### src/sv/next_combination_lexicographic_top_assert.svh
// Assertion macros for the next-combination block.
// Expects aclk and aresetn in the scope of use; no other dependencies.
`ifndef NEXT_COMBINATION_LEXICOGRAPHIC_TOP_ASSERT_SVH
`define NEXT_COMBINATION_LEXICOGRAPHIC_TOP_ASSERT_SVH

// Same-cycle implication, checked out of reset.
`define NCL_ASSERT_NOW(label, ante, cons, msg) \
    label: assert property (@(posedge aclk) disable iff (!aresetn) (ante) |-> (cons)) \
        else $error(msg);

// Next-cycle implication, checked out of reset.
`define NCL_ASSERT_NEXT(label, ante, cons, msg) \
    label: assert property (@(posedge aclk) disable iff (!aresetn) (ante) |=> (cons)) \
        else $error(msg);

`endif

### src/sv/nclex_pkg.sv
`timescale 1ns / 1ps
// Shared widths, register indexes and sequencer state type for the
// next-combination block. No dependencies.
package nclex_pkg;

    localparam int ELEM_W = 11;   // element value width
    localparam int SET_W  = 11;   // set_size register width
    localparam int SUB_W  = 7;    // subset_size register width
    localparam int LIM_W  = 13;   // width of the n-k+pos limit compare
    localparam int CFG_IDX_W = 2;

    localparam logic [CFG_IDX_W-1:0] CFG_SET_SIZE    = 2'd0;
    localparam logic [CFG_IDX_W-1:0] CFG_SUBSET_SIZE = 2'd1;

    typedef enum logic [4:0] {
        ST_LOAD     = 5'b00001,
        ST_SCAN_RD  = 5'b00010,
        ST_SCAN_CMP = 5'b00100,
        ST_EMIT_RD  = 5'b01000,
        ST_EMIT_VAL = 5'b10000
    } state_t;

endpackage

### src/sv/nclex_store.sv
`timescale 1ns / 1ps
// Combination store: one write port, one registered read port.
// Depends on nclex_pkg for the element width.
module nclex_store #(
    parameter int DEPTH = 64
) (
    input  logic                                       aclk,
    input  logic                                       wr_en,
    input  logic [(DEPTH > 1 ? $clog2(DEPTH) : 1)-1:0] wr_addr,
    input  logic [nclex_pkg::ELEM_W-1:0]               wr_data,
    input  logic                                       rd_en,
    input  logic [(DEPTH > 1 ? $clog2(DEPTH) : 1)-1:0] rd_addr,
    output logic [nclex_pkg::ELEM_W-1:0]               rd_data
);
    import nclex_pkg::*;

    logic [ELEM_W-1:0] mem [DEPTH];
    logic [ELEM_W-1:0] rd_data_reg;

    always_ff @(posedge aclk) begin
        if (wr_en) begin
            mem[wr_addr] <= wr_data;
        end
        if (rd_en) begin
            rd_data_reg <= mem[rd_addr];
        end
    end

    assign rd_data = rd_data_reg;

endmodule

### src/sv/next_combination_lexicographic_top.sv
`timescale 1ns / 1ps
// Lexicographic successor of a k-combination: load k values, emit k values.
// Steps: k values are loaded (one per item), then a right-to-left scan reads
// and compares each position examined (up to k), then each item is read and
// emitted; scan and emit reads use the store's single registered read port.
// Reset (aresetn, synchronous, active low) clears the sequencer, counters and
// output valid, and sets n = k = 1; the store itself is not cleared.
module next_combination_lexicographic_top #(
    parameter int MAX_K = 64,
    parameter int MAX_N = 1024
) (
    input  logic                             aclk,
    input  logic                             aresetn,
    // configuration write port
    input  logic                             cfg_wr_en,
    input  logic [nclex_pkg::CFG_IDX_W-1:0]  cfg_index,
    input  logic [nclex_pkg::SET_W-1:0]      cfg_wdata,
    // input items
    input  logic                             s_valid,
    output logic                             s_ready,
    input  logic [nclex_pkg::ELEM_W-1:0]     s_element,
    // result items
    output logic                             m_valid,
    input  logic                             m_ready,
    output logic [nclex_pkg::ELEM_W-1:0]     m_element_res,
    output logic                             m_last
);
    import nclex_pkg::*;

    localparam int ADDR_W = (MAX_K > 1) ? $clog2(MAX_K) : 1;
    localparam int CNT_W  = (ADDR_W > SUB_W) ? ADDR_W : SUB_W;

    // configuration registers
    logic [SET_W-1:0] set_size_reg;
    logic [SUB_W-1:0] subset_size_reg;

    // sequencer
    state_t           state_reg, state_next;
    logic [CNT_W-1:0] cnt_reg, cnt_next;     // values loaded so far
    logic [CNT_W-1:0] pos_reg, pos_next;     // scan position, 1-based
    logic [CNT_W-1:0] fpos_reg, fpos_next;   // position that gets incremented
    logic             found_reg, found_next;
    logic [CNT_W-1:0] j_reg, j_next;         // emit index, 0-based
    logic [ELEM_W-1:0] prev_reg, prev_next;  // last emitted value

    // output register
    logic              m_valid_reg, m_valid_next;
    logic [ELEM_W-1:0] m_element_reg, m_element_next;
    logic              m_last_reg, m_last_next;

    // effective n and k, clamped to their legal ranges
    logic [SET_W-1:0] n_eff;
    logic [SUB_W-1:0] k_eff;
    logic [CNT_W-1:0] k_cnt;

    always_comb begin
        n_eff = set_size_reg;
        if (set_size_reg == '0) begin
            n_eff = SET_W'(1);
        end else if (int'(set_size_reg) > MAX_N) begin
            n_eff = SET_W'(MAX_N);
        end
        k_eff = subset_size_reg;
        if (subset_size_reg == '0) begin
            k_eff = SUB_W'(1);
        end else if (int'(subset_size_reg) > MAX_K) begin
            k_eff = SUB_W'(MAX_K);
        end
    end

    assign k_cnt = CNT_W'(k_eff);

    // store port
    logic              st_wr_en;
    logic              st_rd_en;
    logic [CNT_W-1:0]  st_rd_idx;
    logic [ELEM_W-1:0] st_rd_data;

    assign s_ready  = (state_reg == ST_LOAD);
    assign st_wr_en = s_valid && s_ready;
    assign st_rd_en = (state_reg == ST_SCAN_RD) || (state_reg == ST_EMIT_RD);
    assign st_rd_idx = (state_reg == ST_SCAN_RD) ? (pos_reg - 1'b1) : j_reg;

    nclex_store #(
        .DEPTH (MAX_K)
    ) u_store (
        .aclk    (aclk),
        .wr_en   (st_wr_en),
        .wr_addr (cnt_reg[ADDR_W-1:0]),
        .wr_data (s_element),
        .rd_en   (st_rd_en),
        .rd_addr (st_rd_idx[ADDR_W-1:0]),
        .rd_data (st_rd_data)
    );

    // Scan limit n - k + pos; 13-bit modular compare is exact for these ranges
    // and never matches when k exceeds n far enough to go negative.
    logic [LIM_W-1:0] limit;
    assign limit = LIM_W'(n_eff) - LIM_W'(k_eff) + LIM_W'(pos_reg);

    logic             out_free;
    logic [CNT_W-1:0] j_inc;
    logic [ELEM_W-1:0] emit_val;

    assign out_free = !m_valid_reg || m_ready;
    assign j_inc    = j_reg + 1'b1;

    // Successor value at index j: copy before the bumped position, bump it,
    // then count up from there. Wrap case is simply 1..k.
    always_comb begin
        if (!found_reg) begin
            emit_val = ELEM_W'(j_inc);
        end else if (j_inc < fpos_reg) begin
            emit_val = st_rd_data;
        end else if (j_inc == fpos_reg) begin
            emit_val = st_rd_data + 1'b1;
        end else begin
            emit_val = prev_reg + 1'b1;
        end
    end

    always_comb begin
        state_next     = state_reg;
        cnt_next       = cnt_reg;
        pos_next       = pos_reg;
        fpos_next      = fpos_reg;
        found_next     = found_reg;
        j_next         = j_reg;
        prev_next      = prev_reg;
        m_valid_next   = m_valid_reg;
        m_element_next = m_element_reg;
        m_last_next    = m_last_reg;

        if (m_valid_reg && m_ready) begin
            m_valid_next = 1'b0;
        end

        unique case (state_reg)
            ST_LOAD: begin
                if (st_wr_en) begin
                    if (cnt_reg + 1'b1 == k_cnt) begin
                        cnt_next   = '0;
                        pos_next   = k_cnt;
                        state_next = ST_SCAN_RD;
                    end else begin
                        cnt_next = cnt_reg + 1'b1;
                    end
                end
            end
            ST_SCAN_RD: begin
                state_next = ST_SCAN_CMP;
            end
            ST_SCAN_CMP: begin
                if (limit != LIM_W'(st_rd_data)) begin
                    found_next = 1'b1;
                    fpos_next  = pos_reg;
                    j_next     = '0;
                    state_next = ST_EMIT_RD;
                end else if (pos_reg == CNT_W'(1)) begin
                    // final combination: wrap to 1..k
                    found_next = 1'b0;
                    j_next     = '0;
                    state_next = ST_EMIT_RD;
                end else begin
                    pos_next   = pos_reg - 1'b1;
                    state_next = ST_SCAN_RD;
                end
            end
            ST_EMIT_RD: begin
                state_next = ST_EMIT_VAL;
            end
            ST_EMIT_VAL: begin
                if (out_free) begin
                    m_valid_next   = 1'b1;
                    m_element_next = emit_val;
                    m_last_next    = (j_inc == k_cnt);
                    prev_next      = emit_val;
                    if (j_inc == k_cnt) begin
                        j_next     = '0;
                        state_next = ST_LOAD;
                    end else begin
                        j_next     = j_inc;
                        state_next = ST_EMIT_RD;
                    end
                end
            end
            default: begin
                state_next = ST_LOAD;
            end
        endcase

        // any register write restarts loading
        if (cfg_wr_en && (cfg_index == CFG_SET_SIZE || cfg_index == CFG_SUBSET_SIZE)) begin
            cnt_next   = '0;
            state_next = ST_LOAD;
        end
    end

    always_ff @(posedge aclk) begin
        if (!aresetn) begin
            state_reg       <= ST_LOAD;
            cnt_reg         <= '0;
            pos_reg         <= '0;
            fpos_reg        <= '0;
            found_reg       <= 1'b0;
            j_reg           <= '0;
            m_valid_reg     <= 1'b0;
            set_size_reg    <= SET_W'(1);
            subset_size_reg <= SUB_W'(1);
        end else begin
            state_reg   <= state_next;
            cnt_reg     <= cnt_next;
            pos_reg     <= pos_next;
            fpos_reg    <= fpos_next;
            found_reg   <= found_next;
            j_reg       <= j_next;
            m_valid_reg <= m_valid_next;
            if (cfg_wr_en) begin
                unique case (cfg_index)
                    CFG_SET_SIZE:    set_size_reg    <= cfg_wdata;
                    CFG_SUBSET_SIZE: subset_size_reg <= cfg_wdata[SUB_W-1:0];
                    default: ;
                endcase
            end
        end
    end

    // payload, no reset needed
    always_ff @(posedge aclk) begin
        prev_reg      <= prev_next;
        m_element_reg <= m_element_next;
        m_last_reg    <= m_last_next;
    end

    assign m_valid       = m_valid_reg;
    assign m_element_res = m_element_reg;
    assign m_last        = m_last_reg;

    // ---------------------------------------------------------------------
    // Assertions
    // ---------------------------------------------------------------------
`include "next_combination_lexicographic_top_assert.svh"

    `NCL_ASSERT_NOW(a_state_onehot, 1'b1, $onehot(state_reg), "sequencer state not one-hot")
    `NCL_ASSERT_NOW(a_cnt_below_k, state_reg == ST_LOAD, cnt_reg < k_cnt, "load count reached k")
    `NCL_ASSERT_NOW(a_scan_pos_range, state_reg == ST_SCAN_CMP,
                    pos_reg != '0 && pos_reg <= k_cnt, "scan position out of range")
    `NCL_ASSERT_NEXT(a_last_ends_emit,
                     state_reg == ST_EMIT_VAL && out_free && j_inc == k_cnt && !cfg_wr_en,
                     state_reg == ST_LOAD && m_valid_reg && m_last_reg,
                     "last item did not end emission")

endmodule
### config.mk
export PLATFORM = sky130hd
export DESIGN_NAME = next_combination_lexicographic_top
export DESIGN_NICKNAME = d
export VERILOG_FILES = /design/src/sv/nclex_pkg.sv /design/src/sv/nclex_store.sv /design/src/sv/next_combination_lexicographic_top.sv
export VERILOG_INCLUDE_DIRS = /design/src /design/src/sv
export SDC_FILE = /design/constraint.sdc
export NUM_CORES = 1
export LEC_CHECK = 0
export BUFFER_PORTS_ARGS = -buffer_cell sky130_fd_sc_hd__buf_2
export CELL_PAD_IN_SITES_DETAIL_PLACEMENT = 0
export CELL_PAD_IN_SITES_GLOBAL_PLACEMENT = 2
export CORE_MARGIN = 2
export CORE_UTILIZATION = 44
export DETAILED_ROUTE_END_ITERATION = 7
export HOLD_SLACK_MARGIN = 0.06
export PLACE_DENSITY_LB_ADDON = 0.25
export REMOVE_ABC_BUFFERS = 1
export SYNTH_ARGS = -nofsm -noshare
export SYNTH_HDL_FRONTEND = slang
export SYNTH_SLANG_ARGS = --single-unit
### constraint.sdc
create_clock -name aclk -period 4.47 [get_ports aclk]
set_input_delay 0.2235 -clock aclk [delete_from_list [all_inputs] [get_ports aclk]]
set_output_delay 0.2235 -clock aclk [all_outputs]
set_load 0.01 [all_outputs]
# ---- Word-level counts from Yosys, hierarchy flattened
# Memories as Yosys holds them, arrays and structs flattened. A register that Yosys moved wholly into a read port is not among the register bits.
# Index checks and enable logic that the tools add are counted.
dict set report op_classes {
  add_sub_neg 7
  magnitude_cmp 3
  eq_ne 17
  mux 33
  n_bitwise 1
  reduce_logical 23
}
# cell count
set op_table {}
lappend op_table {{$mux W7} 12}
lappend op_table {{$mux W11} 4}
lappend op_table {{$pmux W7 S2} 2}
lappend op_table {{$pmux W5 S5} 1}
lappend op_table {{$add A11 B1 Y11 const B} 2}
lappend op_table {{$eq A7 B7 Y1} 3}
lappend op_table {{$mux W5} 3}
lappend op_table {{$add A7 B1 Y7 const B} 2}
lappend op_table {{$add A12 B8 Y13} 1}
lappend op_table {{$ne A13 B11 Y1} 1}
lappend op_table {{$mux W4} 3}
lappend op_table {{$reduce_and A2 Y1} 6}
lappend op_table {{$sub A11 B7 Y12} 1}
lappend op_table {{$gt A11 B11 Y1 const B} 1}
lappend op_table {{$logic_not A11 Y1} 1}
lappend op_table {{$eq A7 B1 Y1 const B} 1}
lappend op_table {{$gt A7 B7 Y1 const B} 1}
lappend op_table {{$logic_not A7 Y1} 1}
lappend op_table {{$lt A7 B7 Y1} 1}
lappend op_table {{$mux W1} 7}
lappend op_table {{$sub A7 B1 Y7 const B} 1}
lappend op_table {{$mux W6} 1}
lappend op_table {{$ne A2 B2 Y1 const B} 3}
lappend op_table {{$reduce_and A3 Y1} 2}
lappend op_table {{other kinds (16)} 23}
dict set report totals {
  ff_bits 65
  ramBits 704
  wordCells 97
  n_memories 1
}
# memory words width rd rd_clocked_by_memory_dff write_ports line
set memory_table {}
lappend memory_table {u_store.mem 64 11 1 1 1 nclex_store.sv:17} ;# logic [ELEM_W-1:0] mem [DEPTH];

# ---- Depth between registers and ports, before layout
# Gate-level depths: netlist (run 1).
dict set report depth {
  ltp_word 8
  depth_mapped 22
  ltp_nobuf 20
}

# ---- Modules after synthesis
# A second synthesis (run 1) with hierarchy kept.
dict set report hier_totals {
  cells_unflattened 1922
  area_unflattened_um2 32736.4
}
# module instances cells_each area_each_um2 seq_area_each_um2
set by_module_without_submodules {}
lappend by_module_without_submodules {nclex_store 1 1279 27596.5 21470.6}
lappend by_module_without_submodules {next_combination_lexicographic_top 1 643 5139.9 1421.4}

# ---- Worst setup path after synthesis (run 1)
# No wires, ideal clock.
dict set report synth_path {
  path_type {register to register}
  start {reg set_size_reg[8]}
  end {reg pos_reg[6]}
  setup_ns 0.122
  t_arrival_ns 4.217
  setup_slack_ns 0.130
  stages_incl_launch_ff 23
  path_buffers 2
  period_less_slack_ns 4.340
  path_cell_list {dfxtp_1 -> clkbuf_1 -> nor3_1 -> and3_1 -> o21ai_0 -> ha_1 -> inv_1 -> fa_1 -> a21o_1 -> a21oi_1 -> xnor2_1 -> ha_1 -> nand2_1 -> o211ai_1 -> a21oi_1 -> xnor2_1 -> or4_1 -> a311oi_2 -> and3_2 -> a21boi_2 -> buf_6 -> o211ai_1 -> o21ai_1}
}
dict set report synth_between {
  elab_chain_len 8
  elab_cells_between_ends 9
}
# item line
set synth_lines {}
lappend synth_lines {{from (decl)} next_combination_lexicographic_top.sv:34} ;# logic [SET_W-1:0] set_size_reg;
lappend synth_lines {{from (signal assigned)} next_combination_lexicographic_top.sv:220} ;# CFG_SET_SIZE: set_size_reg <= cfg_wdata;
lappend synth_lines {{$gt A11 B11 Y1} next_combination_lexicographic_top.sv:60} ;# end else if (int'(set_size_reg) > MAX_N) begin
lappend synth_lines {{$mux W11} next_combination_lexicographic_top.sv:60}
lappend synth_lines {{$mux W11 (*)} next_combination_lexicographic_top.sv:58} ;# if (set_size_reg == '0) begin
lappend synth_lines {{$sub A11 B7 Y12 (*)} next_combination_lexicographic_top.sv:99} ;# assign limit = LIM_W'(n_eff) - LIM_W'(k_eff) + LIM_W'(pos_reg);
lappend synth_lines {{$add A12 B8 Y13 (*)} next_combination_lexicographic_top.sv:99}
lappend synth_lines {{$ne A13 B11 Y1 (*)} next_combination_lexicographic_top.sv:154} ;# if (limit != LIM_W'(st_rd_data)) begin
lappend synth_lines {{$ne A2 B2 Y1 (no line) (*)} -}
lappend synth_lines {{$reduce_and A5 Y1 (no line) (*)} -}
lappend synth_lines {{to (signal assigned)} next_combination_lexicographic_top.sv:213} ;# pos_reg <= pos_next;
lappend synth_lines {{to (decl)} next_combination_lexicographic_top.sv:40} ;# logic [CNT_W-1:0] pos_reg, pos_next;
# Mark *: on every way between the ends. The rest lies on a longest branch, timed or not.
# A chain may end at the register's enable or synchronous reset.

# ---- Final worst setup path (run 1)
dict set report layout_path {
  start {reg set_size_reg[2]}
  end {reg pos_reg[4]}
}
# Same word-level chain as after synthesis.

==> results of run 1 <==
[worst min-delay path by stage]
stage	from	cells after the start	endpoint	slack, ns
final	s_element[8]	1	u_store.mem[43][8]	0.09
after global routing	s_element[8]	1	u_store.mem[34][8]	0.12
after CTS	s_element[8]	1	u_store.mem[42][8]	0.06
after detailed placement	set_size_reg[0]	2	set_size_reg[0]	0.46
after global placement	set_size_reg[0]	2	set_size_reg[0]	0.45
after floorplan	aresetn	1	set_size_reg[0]	0.29
[synthesized netlist by cell type, types with 13 or more instances]
| cell | n | share of area [%] |
|---|---|---|
| a21oi_1 | 87 | 1.3 |
| edfxtp_1 | 727 | 67 |
| xnor2_1 | 31 | 0.83 |
| o21ai_0 | 18 | 0.28 |
| nand2_1 | 55 | 0.63 |
| clkbuf_1 | 53 | 0.61 |
| nor2b_1 | 58 | 1.1 |
| xor2_1 | 22 | 0.59 |
| a21o_1 | 13 | 0.30 |
| inv_1 | 23 | 0.26 |
| nand3_1 | 39 | 0.60 |
| buf_2 | 32 | 0.49 |
| mux4_2 | 176 | 12 |
| nor2_1 | 146 | 1.7 |
| mux2i_1 | 76 | 2.3 |
| a211oi_1 | 83 | 1.9 |
| ha_1 | 26 | 1.0 |
| dfxtp_1 | 53 | 3.3 |
| buf_1 | 15 | 0.17 |
[per-stage QoR]
step / hold WS (ns) / cell area, µm²
3_3_place_gp: 0.449 / 35000
3_5_place_dp: 0.461 / 35000
6_report: 0.0896 / 38000
2_1_floorplan: 0.285 / 32100
5_1_grt: 0.115 / 38000
4_1_cts: 0.0622 / 37800
[timing repair]
action	in CTS	in global routing
setup buffers	6	5
endpoints found under the setup margin	21	25
pin swaps	18	29
hold endpoints to repair	23	0
resized for setup	15	33
hold buffers	14	0
cloned	0	0
[power groups by stage]
stage	logic, mW	registers, mW	clock network, mW
global route	1.48	8.10	7.11
detailed placement	1.28	8.25	0
global placement	1.26	8.25	0
CTS	1.33	8.09	6.80
floorplan	0.845	8.23	0
finish	1.37	8.10	6.66
[cell families after synthesis]
group | Yosys count | synth area share (%)
adders and majority gates | 28 | 1.12
buffers and inverters | 132 | 1.76
DFF | 780 | 70.2
and+or+nand+nor | 370 | 5.49
xor gates and xnor gates | 54 | 1.49
muxes | 252 | 14.5
AOI/OAI and AO/OA | 266 | 5.52
[layer usage]
metal  share of wire, %  wire length [µm]  vias to the layer above  GRT usage [%]
met1                 43             34100                     9265           28.1
met3                4.8              3800                       94           3.03
met2                 50             39100                      415           34.9
met4                1.8              1410                        0           5.23
met5                  0                 0                        -              0
li1                   -                 -                     7934              -
[area by class of cell]
class / count / share of cell area (%)
inverter: 24 / 0.237
multi-input combinational: 970 / 24.7
timing repair buffer: 223 / 4.70
sequential: 780 / 60.2
clock buffer: 102 / 5.82
tap: 959 / 3.16
clock inverter: 47 / 1.11
antenna: 1 / 0.00658
==> impl_results.md, run 1 <==
* Hold crit path type: in2reg
* Fillers at 5909
* First-pass GRT wire length at 118000 µm
* Max Buffers Root-to-Sink at 3
* Routability cong. at 0.822
* Drt total wl at 78400 µm
* IO Pins at 43
* Crit path to: pos_reg[4]
* Via count at 17700
* FP Rows at 99
* Sequential share of the synthesized area at 70.2%
* Post-Synthesis Cells at 1882
* Critical R2R Capture: pos_reg[4]
* Initial antenna violation count at 0
* DIE AREA at 76400 µm²
* Relative slew slack at 15.8%
* Status: finished clean
* Share of layout cells above drive strength 1 at 25.9%
* CP Capture Type: flop
* Stages on the worst setup path at 20
* Root buf cell: clkbuf_16
* IR drop worst, VDD at 484 µV
* Worst setup SP type: flop
* Most used flip-flop cell after synthesis: edfxtp_1
* Critical path's most frequent cell: buf_4
* Crit Path Category: reg2reg
* Largest net degree at the start of global routing at 65
* CTS tree: done
* Post-route insts no fill at 3106
* Crit path time final at 4.32 ns
* Final hold vios at 0
* Register name with the most flops: u_store.mem
* Fin worst setup slack at 0.146 ns
* Setup Skew at 0.0277 ns
* Final setup vio count at 0
* Nets@finish at 2139
* Switching portion of total power at 22.3%
* Critical Path RT at 5.00 ns
* Slew @ Worst Pin at 1.26 ns
* Mapped Area at 32600 µm²
* Worst path bufs/invs at 5
* Pleak at 12.8 nW
* CP max stage cell: or4_4
* Number of flops mapped to enable cells by yosys at 727
* Largest register FFs at 704
* Drt drc at 0
* Area Growth Syn to Fin at 16.5%
* Chip Width at 276 µm
* 1st-iter DRT viols at 1296
* Clock power frac at 41.3%
* Total Power at 16.1 mW
* 1st-pass router iterations at 5
* Initial core utilization at 44.6%
* Combinational share of power at 8.5%
* Pre-CTS setup slack at -0.224 ns
* Post-synthesis cell type count at 72
* Flop pwr share at 50.2%
* Cell family with most CP delay: simple AND/OR/NAND/NOR gates
* Vias in the first global route at 18300
* Sequential Area at 22900 µm²
* Area occupied by multi-input gates at 9400 µm²
* Reg clk slew, reported paths at 0.06 ns
* Critical path arrival at 4.86 ns
* Psw at 3.60 mW
* Inst Count DP at 2931
* Worst r2r src: set_size_reg[2]
* Vias per std cell at 5.70
* Commonest cells after routing, fill and taps aside: edfxtp_1, mux4_2, buf_4
* Power Internal at 12.5 mW
* Crit path from: set_size_reg[2]
* H-Tree Depth at 3
* Cell chain of the critical path: nor4_4 > and3_4 > o21ai_2 > ha_2 > inv_2 > fa_2 > buf_4 > xor2_2 > ha_4 > buf_4 > a21o_1 > a21o_1 > and3_1 > or4_4 > a311oi_4 > and3_4 > a21boi_4 > buf_4 > buf_4 > o22ai_2
* Setup slack, reg-to-reg at 0.15 ns
* Post-route ant nets at 0
* Grt ovf at 0
* RSZ-0062 raised after global routing: true
* Fin util at 51.9%
* DP HPWL at 49700 µm
* Fmax at 231 MHz
* Worst-Skew Late Latency at 0.62 ns
* DR WL/cell at 25.2 µm
* Setup tns final at 0 ns
* Core ar. at 73200 µm²
* DIE HEIGHT at 276 µm
* Worst Reg2Reg Path Length in Cells at 20
* Total track usage at 20.6%
* CTS buffer count at 83
* Asr flop ratio synth at 0%
* Mean area per synthesized cell at 17.3 µm²
* Leading cell type in the layout, fill and taps excluded: edfxtp_1
* CP max stage delay at 0.54 ns
* Sink Count at 780
* PortBufs at 42
* Pwr dens at 424 nW/µm²
* Synth warn at 0
* Pins Over Slew Limit at 0
* Final cycle utilization of the critical path at 96.7%
* Crit-path max FO at 7
* Max-cap viol count at 0
* Post-synthesis register bit count at 780
Power figures use the tool's default switching activity.
==> run 2, diff against run 1 <==
- clock period: 4.47 -> 3.6 ns (I/O delays scaled with it)
==> run 2 against run 1 <==
Effect of this change: the run now ends with setup timing left; worst hold slack got worse by 0.020 ns; sequential share of layout area decreased by 1.3 points; first-iteration DRC count increased by 30%; design area increased by 2.2%; via count increased by 2.1%; register-to-register slack got worse by 0.88 ns; critical endpoint is now j_reg[5]; non-clock buffer count increased by 94; cell count increased by 3.2%; clock-buffer cell count decreased by 1.
==> impl_results.md, run 2 (synthesis results as in run 1) <==
* Cell chain of the critical path: nor3_2 > a21oi_2 > nor2_2 > ha_2 > inv_2 > fa_2 > a21o_1 > a221oi_2 > xnor2_1 > ha_1 > xor2_1 > xnor2_1 > or4_4 > a311oi_4 > and3_4 > buf_6 > a21oi_4 > mux2i_1 > nor2_1
* Slew @ Worst Pin at 1.25 ns
* Crit Path Category: reg2reg
* DP HPWL at 52200 µm
* CP max stage delay at 0.55 ns
* Fmax at 231 MHz
* Share of layout cells above drive strength 1 at 29.4%
* FP Rows at 99
* Worst setup SP type: flop
* Fillers at 5807
* Pleak at 13.3 nW
* Post-route insts no fill at 3204
* Relative slew slack at 16.5%
* Inst Count DP at 3020
* Chip Width at 276 µm
* Hold crit path type: in2reg
* Post-DP Area at 35700 µm²
* Register name with the most flops: u_store.mem
* Routability cong. at 0.815
* Setup Skew at 0.0272 ns
* Reg clk slew, reported paths at 0.06 ns
* Largest net degree at the start of global routing at 65
* DR WL/cell at 24.8 µm
* Vias in the first global route at 18700
* CP Capture Type: flop
* Status: finished with violations
* CTS buffer count at 83
* Sink Count at 780
* Combinational share of power at 9.1%
* Critical path's most frequent cell: xnor2_1
* Drt drc at 0
* Power Internal at 15.4 mW
* Sequential Area at 22900 µm²
* DIE AREA at 76400 µm²
* IO Pins at 43
* Clock power frac at 40.5%
* Area occupied by multi-input gates at 9450 µm²
* Setup tns final at -16.03 ns
* Fin worst setup slack at -0.738 ns
* Crit-path max FO at 6
* Critical path arrival at 4.85 ns
* Core ar. at 73200 µm²
* Total Power at 19.9 mW
* Total track usage at 20.9%
* Switching portion of total power at 22.8%
* Final cycle utilization of the critical path at 121%
* Commonest cells after routing, fill and taps aside: edfxtp_1, buf_4, mux4_2
* CP max stage cell: or4_4
* 1st-pass router iterations at 5
* Nets@finish at 2235
* Largest register FFs at 704
* Worst-Skew Late Latency at 0.63 ns
* Pwr dens at 513 nW/µm²
* Flop pwr share at 50.4%
* Failing checks: setup timing
* Via count at 18100
* IR drop worst, VDD at 391 µV
* DIE HEIGHT at 276 µm
* Max Buffers Root-to-Sink at 3
* Vias per std cell at 5.64
* Area Growth Syn to Fin at 19.0%
* CTS tree: done
* Initial antenna violation count at 0
* Final hold vios at 0
* Psw at 4.55 mW
* Max-cap viol count at 0
* Leading cell type in the layout, fill and taps excluded: edfxtp_1
* Crit path time final at 4.34 ns
* First-pass GRT wire length at 120000 µm
* Grt ovf at 0
* Drt total wl at 79300 µm
* N_diodes at 0
* Root buf cell: clkbuf_16
* Critical Path RT at 4.11 ns
* Post-route ant nets at 0
* PortBufs at 42
* 1st-iter DRT viols at 1688
* RSZ-0062 raised after global routing: true
* H-Tree Depth at 3
* Pins Over Slew Limit at 0
* Initial core utilization at 44.6%
* Final setup vio count at 24
* Final Cell Area at 38800 µm²
-- run 2: path summary, 6_finish.rpt --
path	start	endpoint	slack [ns]	depth (start not counted)
min reg2reg	j_reg[6]	j_reg[6]	0.49	2
min	s_element[1]	u_store.mem[26][1]	0.07	1
max	subset_size_reg[3]	j_reg[5]	-0.74	19
max reg2reg	subset_size_reg[3]	j_reg[5]	-0.74	19
-- run 2: area by class of cell --
type / instances / area share [%]
flip-flops and latches: 780 / 59.0
multi-input cells: 972 / 24.3
repair buffers: 317 / 6.74
clock buffers: 101 / 5.58
well taps: 959 / 3.09
clock inverters: 51 / 1.04
inverters: 24 / 0.232
-- run 2: what timing repair did --
item                                    CTS  global route
hold buffers                             18             0
pin swaps                                33            21
endpoints found under the setup margin   29            34
endpoints found under the hold margin    65             0
resized for setup                        42            21
cloned                                    2             0
buffers inserted                          9             3
-- run 2: metal layers --
layer,track usage [%],routed length [µm]
met1,28.9,35000
met2,34.9,39400
met3,2.70,3360
met4,5.62,1590
met5,0,0
-- run 2: critical path: cells and delay by family (launching register included) --
kind	cells	cell delay, ns
AO/OA/AOI/OAI	5	0.97
XOR/XNOR	3	0.42
adder cells (fa/ha/maj)	3	0.93
buffers and inverters	2	0.17
flip-flops	1	0.32
multiplexers	1	0.20
AND/OR/NAND/NOR	5	1.20
-- run 2: power groups by stage --
stage	clock, mW	sequential, mW	combinational [mW]
floorplan	0	10.2	1.05
global placement	0	10.2	1.68
detailed placement	0	10.2	1.70
CTS	8.24	10.0	1.82
global route	8.62	10.0	1.97
finish	8.07	10.0	1.82
-- run 2: per-stage QoR --
step | util (%) | setup slack [ns] | hold WS, ns
2_1_floorplan | - | -7.80 | 0.242
3_3_place_gp | 48.8 | -0.981 | 0.432
3_5_place_dp | 48.8 | -1.07 | 0.437
4_1_cts | 52.9 | -0.723 | 0.0613
5_1_grt | 53.1 | -0.977 | 0.0887
6_report | 53.1 | -0.738 | 0.0699
==> run 3, diff against run 2 <==
- ABC_AREA: not set -> 0
- CORE_ASPECT_RATIO: not set -> 0.75
- HOLD_SLACK_MARGIN: 0.06 -> not set
==> run 3 against run 2 <==
Effect of this change: via count is 0.58% higher; fmax fell by 1.9%; sequential power about the same; the run still ends with setup timing left; flip-flop and latch count unchanged; setup slack worse by 0.083 ns; first-iteration DRC count is 8.8% higher; worst hold slack got worse by 0.024 ns; register-to-register slack worse by 0.08 ns; sequential share of layout area increased by 0.32 points; clock skew shrank 0.0096 ns; core utilization down 0.44 points; wire length increased by 0.25%.
==> impl_results.md, run 3 (synthesis results as in run 1) <==
* Initial antenna violation count at 1
* Vias per std cell at 5.69
* Total Power at 19.3 mW
* Grt ovf at 0
* Relative slew slack at 18.9%
* Area Growth Syn to Fin at 18.3%
* FP Rows at 86
* DR WL/cell at 24.9 µm
* Register name with the most flops: u_store.mem
* Fillers at 5986
* Worst r2r src: set_size_reg[9]
* Core ar. at 73400 µm²
* Fin worst setup slack at -0.822 ns
* Drt total wl at 79500 µm
* Post-route ant nets at 0
* Vias in the first global route at 18300
* CTS tree: done
* Leading cell type in the layout, fill and taps excluded: edfxtp_1
* Fmax at 226 MHz
* Max-cap viol count at 0
* Initial core utilization at 44.5%
* Pwr dens at 500 nW/µm²
* H-Tree Depth at 3
* PortBufs at 42
* CP max stage cell: or4_4
* Crit path to: j_reg[3]
* Commonest cells after routing, fill and taps aside: edfxtp_1, buf_4, mux4_2
* RSZ-0062 raised after global routing: true
* Failing checks: setup timing
* Nets@finish at 2233
* Root buf cell: clkbuf_16
* Crit path time final at 4.42 ns
* Hold crit path type: in2reg
* CTS buffer count at 76
* Sequential Area at 22900 µm²
* Max Buffers Root-to-Sink at 3
* IO Pins at 43
* Setup slack, reg-to-reg at -0.82 ns
* Crit Path Category: reg2reg
* Chip Width at 318 µm
* Worst Reg2Reg Path Length in Cells at 21
* Largest register FFs at 704
* Pins Over Slew Limit at 0
* N_diodes at 0
* Worst-Skew Late Latency at 0.62 ns
* 1st-iter DRT viols at 1837
* Critical Path RT at 4.14 ns
* Drt drc at 0
* Via count at 18200
* Largest net degree at the start of global routing at 71
* Pleak at 13.1 nW
* Total track usage at 20.9%
* Status: finished with violations
* DIE HEIGHT at 240 µm
* Sink Count at 780
* Crit-path max FO at 6
* Final cycle utilization of the critical path at 123%
* Setup Skew at 0.0176 ns
* Crit path from: set_size_reg[9]
* Share of layout cells above drive strength 1 at 28.9%
* IR drop worst, VDD at 481 µV
* CP Capture Type: flop
* DP HPWL at 51100 µm
* Critical path arrival at 4.97 ns
* Hold slack at 0.0457 ns
* 1st-pass router iterations at 5
* Slew @ Worst Pin at 1.22 ns
* Critical R2R Capture: j_reg[3]
* Routability cong. at 0.890
* Reg clk slew, reported paths at 0.06 ns
* Final setup vio count at 24
* DIE AREA at 76400 µm²
* CP max stage delay at 0.44 ns
* First-pass GRT wire length at 118000 µm
* Cell chain of the critical path: nor3_2 > and3_1 > o21ai_1 > ha_2 > buf_4 > nor2b_1 > o31a_1 > nor2_1 > xnor2_1 > ha_1 > xnor2_1 > a2111oi_2 > nand3_1 > or4_4 > a311oi_2 > buf_4 > and3_4 > buf_6 > a21oi_4 > nand2b_4 > a21oi_2
* Final hold vios at 0
* Area occupied by multi-input gates at 9510 µm²
* Worst setup SP type: flop
-- run 3: final cells by class --
type,instances,area share [%]
inverters,24,0.233
clock inverters,34,0.599
flip-flops and latches,780,59.3
repair buffers,322,6.83
multi-input cells,972,24.6
well taps,968,3.14
clock buffers,98,5.28
-- run 3: worst min-delay path by stage --
| stage | cells after the start | startpoint | slack (ns) | to |
|---|---|---|---|---|
| floorplan | 1 | aresetn | 0.24 | set_size_reg[0] |
| global placement | 3 | cfg_wdata[0] | 0.41 | subset_size_reg[0] |
| detailed placement | 3 | cfg_wdata[8] | 0.43 | set_size_reg[8] |
| CTS | 3 | m_ready | 0.004 | m_valid |
| global route | 1 | s_element[10] | 0.06 | u_store.mem[0][10] |
| finish | 3 | m_ready | 0.05 | m_valid |
-- run 3: power by group --
group	switching, mW	internal [mW]	leakage [nW]
clock	3.31	4.08	1.10
sequential	0.0451	9.98	6.97
combinational	1.08	0.823	5.07
total	4.44	14.9	13.1
-- run 3: through the flow --
step           TNS [ns]  utilization [%]  setup WS (ns)  cell area (µm²)  std cells
2_1_floorplan   -101.52                -          -7.80            32100       1774
3_3_place_gp     -22.65             48.5          -1.08            35600       3018
3_5_place_dp     -25.60             48.5          -1.19            35600       3018
4_1_cts          -16.72             52.2         -0.757            38300       3185
5_1_grt          -23.40             52.6          -1.05            38600       3198
6_report         -17.63             52.6         -0.822            38600       3198
-- run 3: worst max-delay path, delay by kind of cell, from the launching register on --
family	cells	cell delay [ns]
AOI/OAI and AO/OA	6	1.04
xor gates and xnor gates	2	0.29
adders and majority gates	2	0.50
buffers and inverters	3	0.45
DFF	1	0.32
and+or+nand+nor	8	1.73
-- run 3: layer usage --
layer  track usage [%]  share of wire [%]
met5                 0                  0
met4              5.73                2.1
met3              4.27                6.7
met2              31.2                 45
met1              31.3                 46
-- run 3: repair_timing --
item / CTS / global route
gates resized for setup: 34 / 44
hold endpoints to repair: 24 / 0
hold buffers: 20 / 0
pin swaps: 28 / 15
gates cloned: 1 / 1
buffers inserted: 14 / 13
setup endpoints to repair: 26 / 41
